`src/hdl/lpfd_pkg.sv`:
```
// ----------------------------------------------------------------------------
// lpfd_pkg: shared types and constants of the length-prefixed frame decoder
// Holds the result kind codes, the queue entry format and the queue size.
// ----------------------------------------------------------------------------
package lpfd_pkg;

   // Kind code of one result.
   typedef enum logic [2:0] {
      KIND_TYPE  = 3'd0,
      KIND_DATA  = 3'd1,
      KIND_EMPTY = 3'd2,
      KIND_OK    = 3'd3,
      KIND_BAD   = 3'd4
   } kind_type;

   // One queue entry: the first result of a byte, plus a flag that asks the
   // back end to follow it with a frame ok result.
   typedef struct packed {
      kind_type    kind;
      logic [7:0]  value;
      logic        field_last;
      logic        with_ok;
   } op_type;

   localparam int QUEUE_DEPTH = 4;
   localparam int QUEUE_PTR_W = 2;
   localparam int RSP_TDATA_W = 16;

endpackage

```
`src/hdl/lpfd_front.sv`:
```
// ----------------------------------------------------------------------------
// lpfd_front: byte parser of the length-prefixed frame decoder
// Tracks the frame phase and counters, classifies each byte, queues results.
// ----------------------------------------------------------------------------
module lpfd_front #(
   parameter int LEN_BYTES = 4
) (
   input  logic                 clock,
   input  logic                 reset,
   input  logic                 req_tvalid,
   output logic                 req_tready,
   input  logic [7:0]           req_tdata,
   input  logic                 csr_valid,
   output logic                 csr_ready,
   input  logic [31:0]          csr_data,
   input  logic                 q_full,
   output logic                 push,
   output lpfd_pkg::op_type     push_op
);

   localparam int HDR_W = 8 * LEN_BYTES;
   localparam int CNT_W = (LEN_BYTES > 1) ? $clog2(LEN_BYTES) : 1;
   localparam int CMP_W = (HDR_W > 32) ? HDR_W : 32;

   typedef enum logic [2:0] {
      PH_SIZE = 3'd0,
      PH_TYPE = 3'd1,
      PH_FLEN = 3'd2,
      PH_DATA = 3'd3,
      PH_BAD  = 3'd4
   } phase_type;

   phase_type          phase_ff, phase_in;
   logic [CNT_W-1:0]   cnt_ff, cnt_in;
   logic [HDR_W-1:0]   hdr_ff, hdr_in;
   logic [31:0]        pay_ff, pay_in;
   logic [31:0]        fld_ff, fld_in;
   logic [31:0]        max_ff;

   logic               accept;
   logic [HDR_W-1:0]   hdr_next;
   logic               hdr_last;
   logic [CNT_W-1:0]   cnt_inc;
   logic [31:0]        pay_dec;
   logic [31:0]        fld_dec;
   logic [CMP_W-1:0]   hdr_wide;
   logic [CMP_W-1:0]   max_wide;
   logic [CMP_W-1:0]   pay_wide;

   assign req_tready = !q_full;
   assign csr_ready  = 1'b1;
   assign accept     = req_tvalid && !q_full;

   assign hdr_next = (hdr_ff << 8) | HDR_W'(req_tdata);
   assign hdr_last = (cnt_ff == CNT_W'(LEN_BYTES - 1));
   assign cnt_inc  = cnt_ff + CNT_W'(1);
   assign pay_dec  = pay_ff - 32'd1;
   assign fld_dec  = fld_ff - 32'd1;
   assign hdr_wide = CMP_W'(hdr_next);
   assign max_wide = CMP_W'(max_ff);
   assign pay_wide = CMP_W'(pay_dec);

   always_comb begin
      phase_in           = phase_ff;
      cnt_in             = cnt_ff;
      hdr_in             = hdr_ff;
      pay_in             = pay_ff;
      fld_in             = fld_ff;
      push               = 1'b0;
      push_op.kind       = lpfd_pkg::KIND_BAD;
      push_op.value      = 8'd0;
      push_op.field_last = 1'b0;
      push_op.with_ok    = 1'b0;
      if (accept) begin
         unique case (phase_ff)
            PH_SIZE: begin
               hdr_in = hdr_next;
               cnt_in = cnt_inc;
               if (hdr_last) begin
                  hdr_in = '0;
                  cnt_in = '0;
                  if (hdr_next == '0 || hdr_wide > max_wide) begin
                     phase_in = PH_BAD;
                     push     = 1'b1;
                  end else begin
                     pay_in   = 32'(hdr_next);
                     phase_in = PH_TYPE;
                  end
               end
            end
            PH_TYPE: begin
               push          = 1'b1;
               push_op.kind  = lpfd_pkg::KIND_TYPE;
               push_op.value = req_tdata;
               pay_in        = pay_dec;
               if (pay_dec == 32'd0) begin
                  push_op.with_ok = 1'b1;
                  phase_in        = PH_SIZE;
               end else begin
                  phase_in = PH_FLEN;
               end
            end
            PH_FLEN: begin
               hdr_in = hdr_next;
               cnt_in = cnt_inc;
               pay_in = pay_dec;
               if (hdr_last) begin
                  hdr_in = '0;
                  cnt_in = '0;
                  if (hdr_wide > pay_wide) begin
                     phase_in = PH_BAD;
                     push     = 1'b1;
                  end else if (hdr_next == '0) begin
                     push               = 1'b1;
                     push_op.kind       = lpfd_pkg::KIND_EMPTY;
                     push_op.field_last = 1'b1;
                     if (pay_dec == 32'd0) begin
                        push_op.with_ok = 1'b1;
                        phase_in        = PH_SIZE;
                     end
                  end else begin
                     fld_in   = 32'(hdr_next);
                     phase_in = PH_DATA;
                  end
               end else if (pay_dec == 32'd0) begin
                  // Payload ran out in the middle of a field length.
                  phase_in = PH_BAD;
                  push     = 1'b1;
               end
            end
            PH_DATA: begin
               fld_in             = fld_dec;
               pay_in             = pay_dec;
               push               = 1'b1;
               push_op.kind       = lpfd_pkg::KIND_DATA;
               push_op.value      = req_tdata;
               push_op.field_last = (fld_dec == 32'd0);
               if (fld_dec == 32'd0) begin
                  if (pay_dec == 32'd0) begin
                     push_op.with_ok = 1'b1;
                     phase_in        = PH_SIZE;
                  end else begin
                     phase_in = PH_FLEN;
                  end
               end
            end
            PH_BAD: begin
               push = 1'b1;
            end
            default: begin
               phase_in = PH_BAD;
               push     = 1'b1;
            end
         endcase
      end
   end

   always_ff @(posedge clock) begin
      if (reset) begin
         phase_ff <= PH_SIZE;
         cnt_ff   <= '0;
         hdr_ff   <= '0;
         pay_ff   <= '0;
         fld_ff   <= '0;
         max_ff   <= 32'd1048576;
      end else begin
         phase_ff <= phase_in;
         cnt_ff   <= cnt_in;
         hdr_ff   <= hdr_in;
         pay_ff   <= pay_in;
         fld_ff   <= fld_in;
         if (csr_valid) begin
            max_ff <= csr_data;
         end
      end
   end

   // Once a frame goes bad the parser never leaves that phase.
   a_bad_sticky: assert property (@(posedge clock) disable iff (reset)
      phase_ff == PH_BAD |=> phase_ff == PH_BAD)
      else $error("malformed phase was left");

   // A bad phase on entry always comes with a malformed result.
   a_bad_reported: assert property (@(posedge clock) disable iff (reset)
      (phase_ff != PH_BAD && phase_in == PH_BAD) |->
      (push && push_op.kind == lpfd_pkg::KIND_BAD))
      else $error("entered malformed phase without reporting it");

endmodule

```
`src/hdl/lpfd_queue.sv`:
```
// ----------------------------------------------------------------------------
// lpfd_queue: small queue between parser and result sender
// Register-based first-in first-out buffer of classified byte results.
// ----------------------------------------------------------------------------
module lpfd_queue (
   input  logic               clock,
   input  logic               reset,
   input  logic               push,
   input  lpfd_pkg::op_type   push_op,
   output logic               full,
   input  logic               pop,
   output logic               empty,
   output lpfd_pkg::op_type   head
);

   lpfd_pkg::op_type                mem [lpfd_pkg::QUEUE_DEPTH];
   logic [lpfd_pkg::QUEUE_PTR_W-1:0] wr_ff, wr_in;
   logic [lpfd_pkg::QUEUE_PTR_W-1:0] rd_ff, rd_in;
   logic [lpfd_pkg::QUEUE_PTR_W:0]   cnt_ff, cnt_in;

   assign full  = (cnt_ff == (lpfd_pkg::QUEUE_PTR_W + 1)'(lpfd_pkg::QUEUE_DEPTH));
   assign empty = (cnt_ff == '0);
   assign head  = mem[rd_ff];

   always_comb begin
      wr_in  = push ? wr_ff + 1'b1 : wr_ff;
      rd_in  = pop  ? rd_ff + 1'b1 : rd_ff;
      cnt_in = cnt_ff;
      if (push && !pop) begin
         cnt_in = cnt_ff + 1'b1;
      end else if (pop && !push) begin
         cnt_in = cnt_ff - 1'b1;
      end
   end

   always_ff @(posedge clock) begin
      if (reset) begin
         wr_ff  <= '0;
         rd_ff  <= '0;
         cnt_ff <= '0;
      end else begin
         wr_ff  <= wr_in;
         rd_ff  <= rd_in;
         cnt_ff <= cnt_in;
      end
   end

   always_ff @(posedge clock) begin
      if (push) begin
         mem[wr_ff] <= push_op;
      end
   end

   a_no_overflow: assert property (@(posedge clock) disable iff (reset)
      full |-> !push)
      else $error("push into a full queue");

   a_no_underflow: assert property (@(posedge clock) disable iff (reset)
      empty |-> !pop)
      else $error("pop from an empty queue");

endmodule

```
`src/hdl/lpfd_back.sv`:
```
// ----------------------------------------------------------------------------
// lpfd_back: result sender of the length-prefixed frame decoder
// Turns queue entries into one or two results held in an output register.
// ----------------------------------------------------------------------------
module lpfd_back (
   input  logic                                clock,
   input  logic                                reset,
   input  logic                                empty,
   input  lpfd_pkg::op_type                    head,
   output logic                                pop,
   output logic                                rsp_tvalid,
   input  logic                                rsp_tready,
   output logic [lpfd_pkg::RSP_TDATA_W-1:0]    rsp_tdata,
   output logic                                rsp_tuser,
   output logic                                rsp_tlast
);

   logic                 valid_ff;
   logic                 ok_pend_ff;
   lpfd_pkg::kind_type   kind_ff;
   logic [7:0]           value_ff;
   logic                 fl_ff;
   logic                 last_ff;
   logic                 out_free;

   assign out_free = !valid_ff || rsp_tready;
   assign pop      = out_free && !ok_pend_ff && !empty;

   assign rsp_tvalid = valid_ff;
   assign rsp_tdata  = {{(lpfd_pkg::RSP_TDATA_W - 11){1'b0}}, value_ff, kind_ff};
   assign rsp_tuser  = fl_ff;
   assign rsp_tlast  = last_ff;

   always_ff @(posedge clock) begin
      if (reset) begin
         valid_ff   <= 1'b0;
         ok_pend_ff <= 1'b0;
         kind_ff    <= lpfd_pkg::KIND_TYPE;
         value_ff   <= 8'd0;
         fl_ff      <= 1'b0;
         last_ff    <= 1'b0;
      end else if (out_free) begin
         if (ok_pend_ff) begin
            valid_ff   <= 1'b1;
            ok_pend_ff <= 1'b0;
            kind_ff    <= lpfd_pkg::KIND_OK;
            value_ff   <= 8'd0;
            fl_ff      <= 1'b0;
            last_ff    <= 1'b1;
         end else if (!empty) begin
            valid_ff   <= 1'b1;
            ok_pend_ff <= head.with_ok;
            kind_ff    <= head.kind;
            value_ff   <= head.value;
            fl_ff      <= head.field_last;
            last_ff    <= !head.with_ok;
         end else begin
            valid_ff <= 1'b0;
         end
      end
   end

   // A pending frame ok always sits behind a result still on the output.
   a_ok_behind_result: assert property (@(posedge clock) disable iff (reset)
      ok_pend_ff |-> (valid_ff && !last_ff))
      else $error("frame ok pending without a shown first result");

   // Frame ok and malformed are always the last result of their byte.
   a_end_kinds_last: assert property (@(posedge clock) disable iff (reset)
      (valid_ff && (kind_ff == lpfd_pkg::KIND_OK || kind_ff == lpfd_pkg::KIND_BAD))
      |-> last_ff)
      else $error("closing result not marked last of its byte");

endmodule

```
`src/hdl/length_prefixed_frame_decoder.sv`:
```
// ----------------------------------------------------------------------------
// length_prefixed_frame_decoder: streaming length-prefixed TLV deframer
// Parses a byte stream of size-prefixed frames into tagged result transfers.
// ----------------------------------------------------------------------------
// The decoder takes one received byte per req transfer and can accept a new
// byte in every clock cycle. A frame is a LEN_BYTES big-endian payload size,
// a type byte, then fields, each a LEN_BYTES big-endian length followed by
// that many data bytes. Each byte causes zero, one or two rsp transfers, each
// carrying a kind (type byte, field data byte, empty field, frame ok or
// malformed), the byte value, a field-last flag in tuser, and tlast on the
// last result caused by that byte. Bytes are reported as they arrive, so a
// consumer must drop a frame that ends in a malformed result; malformed is
// sticky until reset. The front parser decides each byte's results in the
// cycle it is accepted and writes them into a four-entry queue; the back end
// moves one result per cycle into the output register whenever that register
// is free. The first result of a byte passes through its queue entry and then
// the output register before it is shown on rsp. Sustained input rate is one
// byte per cycle as long as rsp_tready stays high; the last byte of a frame
// needs two results (its result plus frame ok), which the queue absorbs, and
// req_tready drops only when the queue fills. The csr channel writes
// max_payload and is always ready; write it only while the decoder is idle.
// ----------------------------------------------------------------------------
module length_prefixed_frame_decoder #(
   parameter int LEN_BYTES = 4
) (
   input  logic                              clock,
   input  logic                              reset,
   // Input byte stream. tdata: in_byte[7:0].
   input  logic                              req_tvalid,
   output logic                              req_tready,
   input  logic [7:0]                        req_tdata,
   // Result stream. tdata: kind[2:0], value[10:3], zero fill [15:11].
   // tuser: field_last. tlast: last result caused by the input byte.
   output logic                              rsp_tvalid,
   input  logic                              rsp_tready,
   output logic [lpfd_pkg::RSP_TDATA_W-1:0]  rsp_tdata,
   output logic                              rsp_tuser,
   output logic                              rsp_tlast,
   // Configuration write: max_payload, the largest payload size in bytes.
   input  logic                              csr_valid,
   output logic                              csr_ready,
   input  logic [31:0]                       csr_data
);

   logic               q_full;
   logic               q_empty;
   logic               q_push;
   logic               q_pop;
   lpfd_pkg::op_type   q_push_op;
   lpfd_pkg::op_type   q_head;

   // Front: consumes bytes, tracks the frame phase and length counters.
   lpfd_front #(
      .LEN_BYTES (LEN_BYTES)
   ) u_front (
      .clock      (clock),
      .reset      (reset),
      .req_tvalid (req_tvalid),
      .req_tready (req_tready),
      .req_tdata  (req_tdata),
      .csr_valid  (csr_valid),
      .csr_ready  (csr_ready),
      .csr_data   (csr_data),
      .q_full     (q_full),
      .push       (q_push),
      .push_op    (q_push_op)
   );

   // Queue: lets the parser keep taking bytes while the output is stalled
   // or busy sending the second result of a frame's last byte.
   lpfd_queue u_queue (
      .clock   (clock),
      .reset   (reset),
      .push    (q_push),
      .push_op (q_push_op),
      .full    (q_full),
      .pop     (q_pop),
      .empty   (q_empty),
      .head    (q_head)
   );

   // Back: expands each entry into its results on the rsp channel.
   lpfd_back u_back (
      .clock      (clock),
      .reset      (reset),
      .empty      (q_empty),
      .head       (q_head),
      .pop        (q_pop),
      .rsp_tvalid (rsp_tvalid),
      .rsp_tready (rsp_tready),
      .rsp_tdata  (rsp_tdata),
      .rsp_tuser  (rsp_tuser),
      .rsp_tlast  (rsp_tlast)
   );

endmodule

```
`config.mk`:
```
export PLATFORM = sky130hd
export DESIGN_NAME = length_prefixed_frame_decoder
export DESIGN_NICKNAME = d
export VERILOG_FILES = /design/src/hdl/lpfd_pkg.sv /design/src/hdl/lpfd_front.sv /design/src/hdl/lpfd_queue.sv /design/src/hdl/lpfd_back.sv /design/src/hdl/length_prefixed_frame_decoder.sv
export SDC_FILE = /design/constraint.sdc
export NUM_CORES = 1
export LEC_CHECK = 0
export ABC_AREA = 1
export BUFFER_PORTS_ARGS = -buffer_cell sky130_fd_sc_hd__buf_2
export CAP_MARGIN = 0
export CORE_ASPECT_RATIO = 1.4
export CORE_MARGIN = 2
export CORE_UTILIZATION = 50
export DETAILED_ROUTE_END_ITERATION = 7
export PLACE_DENSITY = 0.64
export SYNTH_ARGS = -nofsm -noshare
export SYNTH_HDL_FRONTEND = slang
export SYNTH_HIERARCHICAL = 1
export SYNTH_SLANG_ARGS = --single-unit
```
`constraint.sdc`:
```
create_clock -name clock -period 9.8 [get_ports clock]
set_input_delay 1.47 -clock clock [delete_from_list [all_inputs] [get_ports clock]]
set_output_delay 1.47 -clock clock [all_outputs]
set_load 0.1 [all_outputs]
```
Yosys cells after proc, flatten, opt, wreduce, memory -nomap -nowiden
Memories as Yosys holds them, arrays and structs flattened. A register that Yosys moved wholly into a read port is not among the register bits. Index checks and enable logic that the tools add are counted.

Bits in registers: 147. Memory bits (writable): 52. Bits of input ports: 45. Output and inout bits: 21. Word-level logic and storage cells: 129. Memories kept: 1.

Memories: u_queue.mem (depth 4, width 13, read ports 1, clocked after Yosys merged registers in 1, write ports 1, RTL line lpfd_queue.sv:16) `lpfd_pkg::op_type mem [lpfd_pkg::QUEUE_DEPTH];`.

Add/sub/neg operators: 7. Magnitude comparators: 2. Equal/unequal tests: 15. Multiplexer cells: 57. Bitwise operators: 2. Reduce and logical (&&, ||, !) cells: 30.

Operator list (count): $mux W32 (5); $pmux W32 S2 (2); $logic_not A32 Y1 (3); $gt A32 B32 Y1 (2); $sub A32 B1 Y32 const B (2); $mux W3 (15); $or A32 B8 Y32 (1); $mux W24 (1); $mux W8 (3); $mux W1 (18); $pmux W3 S5 (1); $mux W2 (7); $mux W13 (1); $pmux W3 S3 (1); $ne A2 B2 Y1 const B (4); $logic_not A1 Y1 (7); $add A2 B1 Y2 const B (3); $eq A3 B2 Y1 const B (2); $eq A3 B3 Y1 const B (2); $logic_not A3 Y1 (2); $ne A2 B1 Y1 const B (3); $reduce_and A6 Y1 (1); $reduce_bool A2 Y1 (3); $logic_and A1 B1 Y1 (5); 15 further kinds (19).

Depth between registers and ports, before layout
Gate-level depths: netlist of the first run.

Depth in word-level cells: 11. Mapped depth: 32. Depth with buffers taken out: 31.

Hierarchy
The synthesis of the first run kept the hierarchy.

Modules (own cells, without submodules): lpfd_front (times used 1, cells each 1514, area each 9517.9 µm², sequential area each 2502.4 µm²); lpfd_queue (times used 1, cells each 184, area each 2421.1 µm², sequential area each 1741.7 µm²); lpfd_back (times used 1, cells each 104, area each 784.5 µm², sequential area each 300.3 µm²).

Least setup slack after synthesis of the first run
No wires, ideal clock.

Kind: input to register. Start: input port req_tdata[1]. End: register u_queue/cnt_ff[2] in the netlist's numbering. Setup time: 0.110 ns. Arrival: 3.771 ns. Data required time: 9.690 ns. Slack: 5.919 ns. Stages on the path: 24. Path buffers: 0. Cell sequence: ha_1 -> inv_1 -> o21bai_1 -> nand2_1 -> nand2_1 -> nand2_1 -> nand2_1 -> nand2_1 -> nand2_1 -> nand2_1 -> nand2_1 -> nand2_1 -> nand2_1 -> a21oi_1 -> o21ai_0 -> ha_1 -> inv_1 -> fa_1 -> inv_1 -> nand2_1 -> nand3_1 -> nand2_1 -> inv_1 -> nor2_1.

Word-level cells in the longest chain between the ends: 10. Elaborated cells on any way between the ends: 17. Those cells by class: order compare (2); mux (8); bitwise (1); reduce/logical (6).

RTL lines: from (decl) (RTL line length_prefixed_frame_decoder.sv:31) `input logic [7:0] req_tdata,`; $or A32 B8 Y32 (*) (RTL line lpfd_front.sv:54) `assign hdr_next = (hdr_ff << 8) | HDR_W'(req_tdata);`; $gt A32 B32 Y1 / $logic_not A32 Y1 (equally long branches) (RTL line lpfd_front.sv:82, lpfd_front.sv:113); $logic_or A1 B1 Y1 / $mux W1 (equally long branches) (RTL line lpfd_front.sv:82, lpfd_front.sv:113); $mux W1 (on tied branches) (RTL line lpfd_front.sv:82, lpfd_front.sv:110); $mux W1 (on tied branches) (RTL line lpfd_front.sv:79, lpfd_front.sv:107); $pmux W1 S2 (*) (RTL line lpfd_front.sv:75) `unique case (phase_ff)`; $mux W1 (*) (RTL line lpfd_front.sv:74) `if (accept) begin`; via q_push (RTL line length_prefixed_frame_decoder.sv:47) `logic q_push;`; $logic_not A1 Y1 (RTL line lpfd_queue.sv:31) `end else if (pop && !push) begin`; $logic_and A1 B1 Y1 (RTL line lpfd_queue.sv:31); $reduce_bool A2 Y1 (no source line); to (signal assigned) (RTL line lpfd_queue.sv:44) `cnt_ff <= cnt_in;`; to (decl) (RTL line lpfd_queue.sv:19) `logic [lpfd_pkg::QUEUE_PTR_W:0] cnt_ff, cnt_in;`.

The timed path passes the listed nets; every way through them passes the cells marked *. A chain may end at the register's enable or synchronous reset.

Final worst setup path of the first run
Start: register u_front.pay_ff[0]. End: register u_queue/cnt_ff[1] in the netlist's numbering.

Elaborated cells on any way between the ends: 13. Those cells by class: add/sub (1); order compare (1); mux (6); reduce/logical (5).

RTL lines: from (decl) (RTL line lpfd_front.sv:36) `logic [31:0] pay_ff, pay_in;`; from (signal assigned) (RTL line lpfd_front.sv:170) `pay_ff <= pay_in;`; $sub A32 B1 Y32 (*) (RTL line lpfd_front.sv:57) `assign pay_dec = pay_ff - 32'd1;`; $gt A32 B32 Y1 / $logic_not A32 Y1 (equally long branches) (RTL line lpfd_front.sv:110, lpfd_front.sv:125); $mux W1 (on tied branches) (RTL line lpfd_front.sv:110, lpfd_front.sv:125); $mux W1 (*) (RTL line lpfd_front.sv:107) `if (hdr_last) begin`; $pmux W1 S2 (*) (RTL line lpfd_front.sv:75); $mux W1 (*) (RTL line lpfd_front.sv:74); via q_push (RTL line length_prefixed_frame_decoder.sv:47); $logic_and A1 B1 Y1 (*) (RTL line lpfd_queue.sv:29) `if (push && !pop) begin`; $mux W3 (*) (RTL line lpfd_queue.sv:29); via u_queue.cnt_in (one bit) (RTL line lpfd_queue.sv:19).

Marks and branches as above.

==> out/metrics.csv, run 1 <==
stage;metric;value;unit
yosys;Syn Inst Count;1802;
route;DR pass1 iterations;6;
yosys;Mapped Area;12700;sq um
clock_network;TritonCTS clock tree;yes;
timing;minimum clock period;4.55;ns
clock_network;Worst-Skew Late Latency;0.51;ns
placed_design;placed cells;2117;
yosys;Synth Area in Compound Gates;0.172;
finish;Layout Cells excl Fill;2156;
timing;setup_tns;0;ns
route;DRC;0;
yosys;post-synthesis simple-gate area fraction;0.289;
yosys;EDFF count, synth;52;
finish;multi-input logic area;6960;sq um
clock_network;H-tree lvl count;1;
finish;Antenna Cells;0;
hold_path;Min-Delay Path Depth;1;
placed_design;Post-DP HPWL;27500;um
setup_path;reg-to-reg slack, setup;5.25;ns
setup_path;crit path buf inv count;3;
setup_path;Reg-to-Reg Start;u_front/pay_ff[0]$_SDFFE_PP0P_;
floorplan;IO Pins;66;
clock_network;post_cts resized;0;
route;drt wl/cell;17.1;um
timing;RSZ-0062 raised after global routing;false;
floorplan;Die W;139;um
grt;vias in the first global route;10951;
floorplan;chip height;193;um
yosys;largest family of logic cells by synthesized area;simple AND/OR/NAND/NOR gates;
hold_path;worst min path class;reg -> reg;
clock_network;Max clock buf depth;3;
timing;Final Skew;0.00765;ns
setup_path;Setup crit end kind;register;
finish;Area Overhead vs Synth;8.78;%
grt;largest net degree at the start of global routing;83;
status;outcome;complete, no violations;
yosys;Synth warnings;6;
clock_network;Root Buffer;clkbuf_16;
grt;global-route wire length before repair;58200;um
yosys;synthesis-stage register bit count;201;
setup_path;CP delay by family, top;simple AND/OR/NAND/NOR gates;
setup_path;slowest CP cell;fa_1;
clock_network;CTS buffer count;23;
placed_design;Port Buffer Count;59;
timing;slew at the pin with the worst max-slew slack;1.15;ns
setup_path;Worst setup SP type;register;
yosys;Adder-Cell Fraction of Synth Area;0.0743;
yosys;post-synthesis sequential area ratio;0.357;
yosys;multiplexer share of the synthesized area;0;
finish;Reg area;4540;sq um
floorplan;core area;25200;sq um
floorplan;Starting Density;0.505;
route;ANT nets after route;0;
route;final wirelength;36800;um
timing;final hold violations;0;
setup_path;Arr. time, crit path;4.95;ns
floorplan;row count;69;
route;Via density;5.48;
finish;layout net count;1943;
clock_network;CTS Sinks;201;
timing;achievable frequency;0.220;GHz
clock_network;CTS clk-pin slew, worst paths;0.06;ns
grt;initial antenna violation count;0;
floorplan;Die Area;26800;sq um
finish;# fillers;2564;
clock_network;setup repair bufs after CTS;0;
yosys;Post-Synth XOR/XNOR Area;0.0103;
setup_path;Reg-to-Reg End;u_queue/cnt_ff[1]$_SDFFE_PP0P_;
hold_path;min-delay src;u_queue/rd_ff[1]$_SDFFE_PP0P_;
run;MaxCap Viol Count;0;
yosys;Primary FF master, synth;dfxtp_1;
setup_path;CP Cell Sequence;inv_1, ha_1, nand3_2, nor2_2, nand3_1, nor3_1, nor2_2, ha_1, nand2_1, nor2_1, nand4_1, nor2_1, nand4_1, nand2_1, nand2_1, inv_1, nand2_1, nand3_1, o21ai_0, ha_1, inv_1, fa_1, o21ai_0, nor2_1;
setup_path;Register-to-Register Path Depth;24;
setup_path;CP max stage delay;0.40;ns
yosys;mean area per synthesized cell;7.06;sq um
yosys;asr flop ratio synth;0;
route;Vias;11823;
setup_path;worst path required time;10.20;ns
setup_path;CP Class;reg -> reg;
setup_path;CP dominant cell by count;nand2_1;
route;First DRT Iteration DRCs;862;
setup_path;Max Fanout on Critical Path;7;
timing;final setup fails;0;
timing;Max-slew headroom;0.228;
placed_design;GP Congestion;0.958;
clock_network;cts-stage hold buffer count;0;
grt;GRT Overall Usage;0.271;
timing;Final Cycle Share;0.464;
finish;layout cells sized above 1;0.101;
yosys;Yosys cell types;48;
timing;fin. max-slew vios;0;
grt;global route overflow;0;
[Yosys cell counts, types with 13 or more instances]
library cell	number	area [sq um]
nand2_1	364	1370
nor2_1	240	901
inv_1	210	788
dfxtp_1	149	2980
o21ai_0	142	711
a21oi_1	138	691
nand3_1	94	470
ha_1	74	926
edfxtp_1	52	1560
clkbuf_1	41	154
a211oi_1	32	240
nand4_1	32	200
o21a_1	32	240
nand2_2	26	163
nor2_2	21	131
nor3_1	18	90.1
buf_4	15	113
o21ai_1	15	75.1
o22ai_1	13	81.3
[final cells by class]
type | count | share of cell area
clock buffers | 28 | 0.0444
clock inverters | 11 | 0.0108
inverters | 219 | 0.0600
multi-input cells | 1313 | 0.503
flip-flops and latches | 201 | 0.328
well taps | 319 | 0.0288
repair buffers | 65 | 0.0248
[worst max-delay path by stage]
stage,startpoint,endpoint,slack (ns),cells after the start
detailed placement,req_tdata[1],u_queue/cnt_ff[2]$_SDFFE_PP0P_,5.18,25
floorplan,req_tdata[1],u_queue/cnt_ff[2]$_SDFFE_PP0P_,5.92,24
global placement,req_tdata[1],u_queue/cnt_ff[2]$_SDFFE_PP0P_,5.22,25
global route,u_front/pay_ff[0]$_SDFFE_PP0P_,u_queue/cnt_ff[1]$_SDFFE_PP0P_,4.94,24
finish,u_front/pay_ff[0]$_SDFFE_PP0P_,u_queue/cnt_ff[1]$_SDFFE_PP0P_,5.25,24
CTS,u_front/pay_ff[0]$_SDFFE_PP0P_,u_queue/cnt_ff[1]$_SDFFE_PP0P_,5.35,24
[cell usage in the layout, fill, tap and decap left out, types with 7 or more instances in the layout]
master	n
nor3_1	18
nand2_2	26
dfxtp_1	149
nor4_1	11
clkbuf_16	23
o21ai_0	142
xor2_1	9
o22ai_1	13
ha_1	74
nand3_1	94
a21oi_1	138
nor2_1	240
nand2_1	364
buf_2	58
inv_1	210
o21ai_1	15
a211oi_1	32
buf_4	7
nand4_1	32
o21a_1	32
a21oi_2	10
edfxtp_1	52
nor2_2	21
[stage by stage]
stage	worst slack (ns)	instance area, sq um	util	hold slack, ns
after global placement	5.22	13100	0.519	0.422
final	5.25	13800	0.549	0.450
after CTS	5.35	13800	0.549	0.445
after global routing	4.94	13800	0.549	0.474
after detailed placement	5.18	13100	0.519	0.432
after floorplan	5.92	12700	-	0.412
[state kept, by name, indices dropped and copies added, names as in the netlist, named ones only]
register and count:
u_queue/mem 52, u_front/hdr_ff 24, u_queue/wr_ff 2, u_front/pay_ff 32, u_back/kind_ff 3, u_front/phase_ff 3
u_back/ok_pend_ff 1, u_front/max_ff 32, u_queue/cnt_ff 3, u_front/cnt_ff 2, u_back/rsp_tlast 1, u_back/rsp_tuser 1
u_back/rsp_tvalid 1, u_queue/rd_ff 2, u_front/fld_ff 32, u_back/value_ff 8
[cells by family after synthesis]
group | after synthesis
flops | 201
other cells | 2
fa+ha+maj | 75
simple gates | 830
buf+inv | 292
compound gates | 390
xor+xnor | 12
[layer usage]
| metal | share of wire | global-route usage | vias to the layer above |
|---|---|---|---|
| li1 | - | - | 5980 |
| met2 | 0.49 | 0.494 | 332 |
| met3 | 0.049 | 0.0246 | 84 |
| met4 | 0.041 | 0.106 | 0 |
| met1 | 0.42 | 0.331 | 5427 |
| met5 | 0 | 0 | - |
Power of run 1 is left out: the tool's default activity adds up to more than one toggle a clock period on the data nets, which glitch-free logic cannot reach.
==> run 2, diff against run 1 <==
--- a/config.mk
+++ b/config.mk
@@ -5,7 +5,7 @@
 export SDC_FILE = /design/constraint.sdc
 export NUM_CORES = 1
 export LEC_CHECK = 0
-export ABC_AREA = 1
+export ABC_AREA = 0
 export BUFFER_PORTS_ARGS = -buffer_cell sky130_fd_sc_hd__buf_2
 export CAP_MARGIN = 0
 export CORE_ASPECT_RATIO = 1.4
==> constraint.sdc (replaced) <==
create_clock -name clock -period 4.2 [get_ports clock]
set_input_delay 0.63 -clock clock [delete_from_list [all_inputs] [get_ports clock]]
set_output_delay 0.63 -clock clock [all_outputs]
set_load 0.1 [all_outputs]
==> run 2 against run 1 <==
The flow now finishes with violations (negative setup slack). Critical path depth down 2. Die area down 8.4%. Critical path type unchanged. Routed wire length up 0.13%. Clock skew up 0.015 ns. First-iteration DRC count down 28%.
==> out/metrics.csv, run 2 <==
stage;metric;value;unit;change
status;outcome;finished with violations;;
status;failing checks;negative setup slack;;
setup_path;slowest CP cell;or3_4;;
finish;layout cells sized above 1;0.237;;+0.135
finish;fin area;14600;sq um;+5.5%
yosys;most common cell in the netlist;dfxtp_1;;
floorplan;row count;66;;-4.3%
setup_path;CP max stage delay;0.41;ns;about the same
finish;# fillers;1918;;-25%
route;ANT nets after route;0;;unchanged
grt;initial antenna violation count;0;;unchanged
setup_path;Reg-to-Reg Start;u_front/pay_ff[0]$_SDFFE_PP0P_;;
clock_network;H-tree lvl count;1;;unchanged
yosys;Mapped Area;11600;sq um;-8.6%
timing;Final Cycle Share;1.16;;+0.693
timing;slew at the pin with the worst max-slew slack;0.910;ns;-0.244 ns
yosys;mean area per synthesized cell;8.70;sq um;+23%
setup_path;CP Cell Sequence;inv_4, ha_4, nor3b_4, nand4_2, or3_4, nor2_1, nand2_1, xor2_1, ha_1, nand4_1, nor2_2, and4_1, a311o_1, and2_4, a211o_1, a31oi_4, ha_4, inv_2, fa_2, xor2_2, or3_1, a21oi_1;;
route;final wirelength;36900;um;+0.13%
grt;global-route wire length before repair;57000;um;-2.0%
grt;largest net degree at the start of global routing;77;;-7.2%
setup_path;CP Launch Point;u_front/pay_ff[0]$_SDFFE_PP0P_;;
yosys;Synth area leader;dfxtp_1;;
floorplan;Die Area;24500;sq um;-8.4%
clock_network;CTS buffer count;22;;-4.3%
floorplan;Starting Density;0.505;;about the same
timing;setup_tns;-22.77;ns;-22.77 ns
finish;Reg with most FFs;u_queue/mem;;
power_and_ir_drop;total power;9.47;mW;
yosys;top cells by count, synth;dfxtp_1, a21oi_1, nor2_1;;
power_and_ir_drop;Leak;6.05;nW;
clock_network;Worst-Skew Late Latency;0.53;ns;+0.02 ns
timing;RSZ-0062 raised after global routing;true;;
run;MaxCap Viol Count;0;;unchanged
grt;GRT Overall Usage;0.295;;+0.0239
yosys;Primary FF master, synth;dfxtp_1;;
timing;final hold slack;0.334;ns;-0.115 ns
power_and_ir_drop;power per cell area;649;nW/um^2;
finish;Area Overhead vs Synth;25.6;%;
yosys;Yosys cell types;84;;+75%
route;First DRT Iteration DRCs;622;;-28%
setup_path;Arr. time, crit path;5.30;ns;+0.35 ns
setup_path;Worst setup SP type;register;;
setup_path;Setup crit end kind;register;;
clock_network;Root Buffer;clkbuf_16;;
clock_network;TritonCTS clock tree;yes;;
placed_design;GP Congestion;0.997;;+4.1%
finish;commonest non-fill, non-tap cell in the layout;buf_4;;
timing;final setup fails;58;;+58
placed_design;Area after DPL;13100;sq um;+0.47%
yosys;synthesis-stage register bit count;201;;unchanged
setup_path;worst path required time;4.64;ns;-5.56 ns
route;DR pass1 iterations;8;;+2
finish;final core occ;0.633;;+0.0844
placed_design;dpl ws;-0.516;ns;-5.69 ns
placed_design;Port Buffer Count;59;;unchanged
route;drt wl/cell;20.0;um;+17%
grt;vias in the first global route;10644;;-2.8%
placed_design;Post-DP HPWL;25800;um;-6.2%
finish;Largest register FFs;52;;unchanged
finish;commonest non-fill, non-tap cells in the layout;buf_4, dfxtp_1, a21oi_1;;
floorplan;core area;23000;sq um;-8.6%
timing;achievable frequency;0.206;GHz;-6.4%
setup_path;CP Class;reg -> reg;;
timing;final hold violations;0;;unchanged
yosys;Syn Inst Count;1336;;-26%
route;Vias;11101;;-6.1%
clock_network;Max clock buf depth;3;;unchanged
power_and_ir_drop;maximum vdd drop;0.401;mV;
hold_path;worst min path class;in -> reg;;
route;DRC;0;;unchanged
route;Via density;6.02;;+9.7%
setup_path;Max Fanout on Critical Path;4;;-3
yosys;top post-synthesis cells by area;dfxtp_1, edfxtp_1, ha_1;;
finish;layout net count;1643;;-15%
finish;Layout Cells excl Fill;1845;;-14%
floorplan;IO Pins;66;;unchanged
hold_path;min-delay src;csr_data[20];;
placed_design;placed cells;1756;;-17%
clock_network;CTS clk-pin slew, worst paths;0.06;ns;about the same
timing;final worst slack;-0.661;ns;-5.91 ns
yosys;asr flop ratio synth;0;;unchanged
grt;global route overflow;0;;unchanged
timing;Max-slew headroom;0.393;;+0.165
yosys;EDFF count, synth;52;;unchanged
yosys;post-synth top area share;0.257;;+0.0222
floorplan;chip height;184;um;-4.3%
floorplan;Die W;133;um;-4.3%
timing;minimum clock period;4.86;ns;+0.311 ns
yosys;post-synthesis sequential area ratio;0.391;;+0.0338
timing;Final Skew;0.0223;ns;+0.0147 ns
clock_network;CTS Sinks;201;;unchanged
finish;Antenna Cells;0;;unchanged
setup_path;CP dominant cell by count;ha_4;;
timing;fin. max-slew vios;0;;unchanged
yosys;Synth warnings;6;;unchanged
## run 2: cells by family (layout without fill, tap and decap cells)
| family | count (synthesis) | in the layout | share of synthesized area |
|---|---|---|---|
| and+or+nand+nor | 499 | 499 | 0.215 |
| AOI/OAI and AO/OA | 329 | 329 | 0.175 |
| DFF | 201 | 201 | 0.391 |
| buffers and inverters | 142 | 341 | 0.0510 |
| adders and majority gates | 75 | 75 | 0.0814 |
| muxes | 48 | 48 | 0.0564 |
| xor gates and xnor gates | 40 | 40 | 0.0301 |
| other | 2 | 6 | 0.000646 |
## run 2: final cells by class
cell class | instances | area, sq um | area share
Clock buffer | 25 | 562 | 0.0385
Clock inverter | 15 | 183 | 0.0125
Inverter | 56 | 215 | 0.0147
Multi-Input combinational cell | 997 | 6790 | 0.465
Sequential cell | 201 | 4560 | 0.312
Tap cell | 306 | 383 | 0.0262
Timing Repair Buffer | 245 | 1910 | 0.131
## run 2: what timing repair did
item,CTS,global route
hold buffers,0,0
cloned,2,1
pin swaps,12,10
buffers inserted,32,14
resized for setup,24,36
endpoints found under the setup margin,58,90
## run 2: worst max-delay path, delay by kind of cell, from the launching register on
family,cells,cell delay (ns)
xor gates and xnor gates,2,0.35
adders and majority gates,4,0.96
AOI/OAI and AO/OA,4,1.01
buffers and inverters,2,0.10
and+or+nand+nor,10,2.01
DFF,1,0.37
## run 2: report_power, final
part	total (mW)	internal (mW)	switching, mW
sequential	2.34	2.15	0.192
combinational	5.12	2.40	2.72
clock	2.01	1.16	0.842
## run 2: layer usage
metal / up-vias / track usage / share of wire / wire length [um]
met4: 0 / 0.183 / 0.072 / 2640
li1: 5265 / - / - / -
met3: 144 / 0.0338 / 0.051 / 1890
met5: - / 0 / 0 / 0
met1: 5286 / 0.335 / 0.38 / 14200
met2: 406 / 0.528 / 0.49 / 18200
## run 2: path summary, 6_finish.rpt
check,to,slack [ns],cells after the start
max reg2reg,u_queue/cnt_ff[2]$_SDFFE_PP0P_,-0.66,22
min,u_front/max_ff[20]$_SDFFE_PP1P_,0.33,3
max,u_queue/cnt_ff[2]$_SDFFE_PP0P_,-0.66,22
min reg2reg,u_front/cnt_ff[1]$_SDFFE_PP0P_,0.48,2
Power figures use the tool's default switching activity.
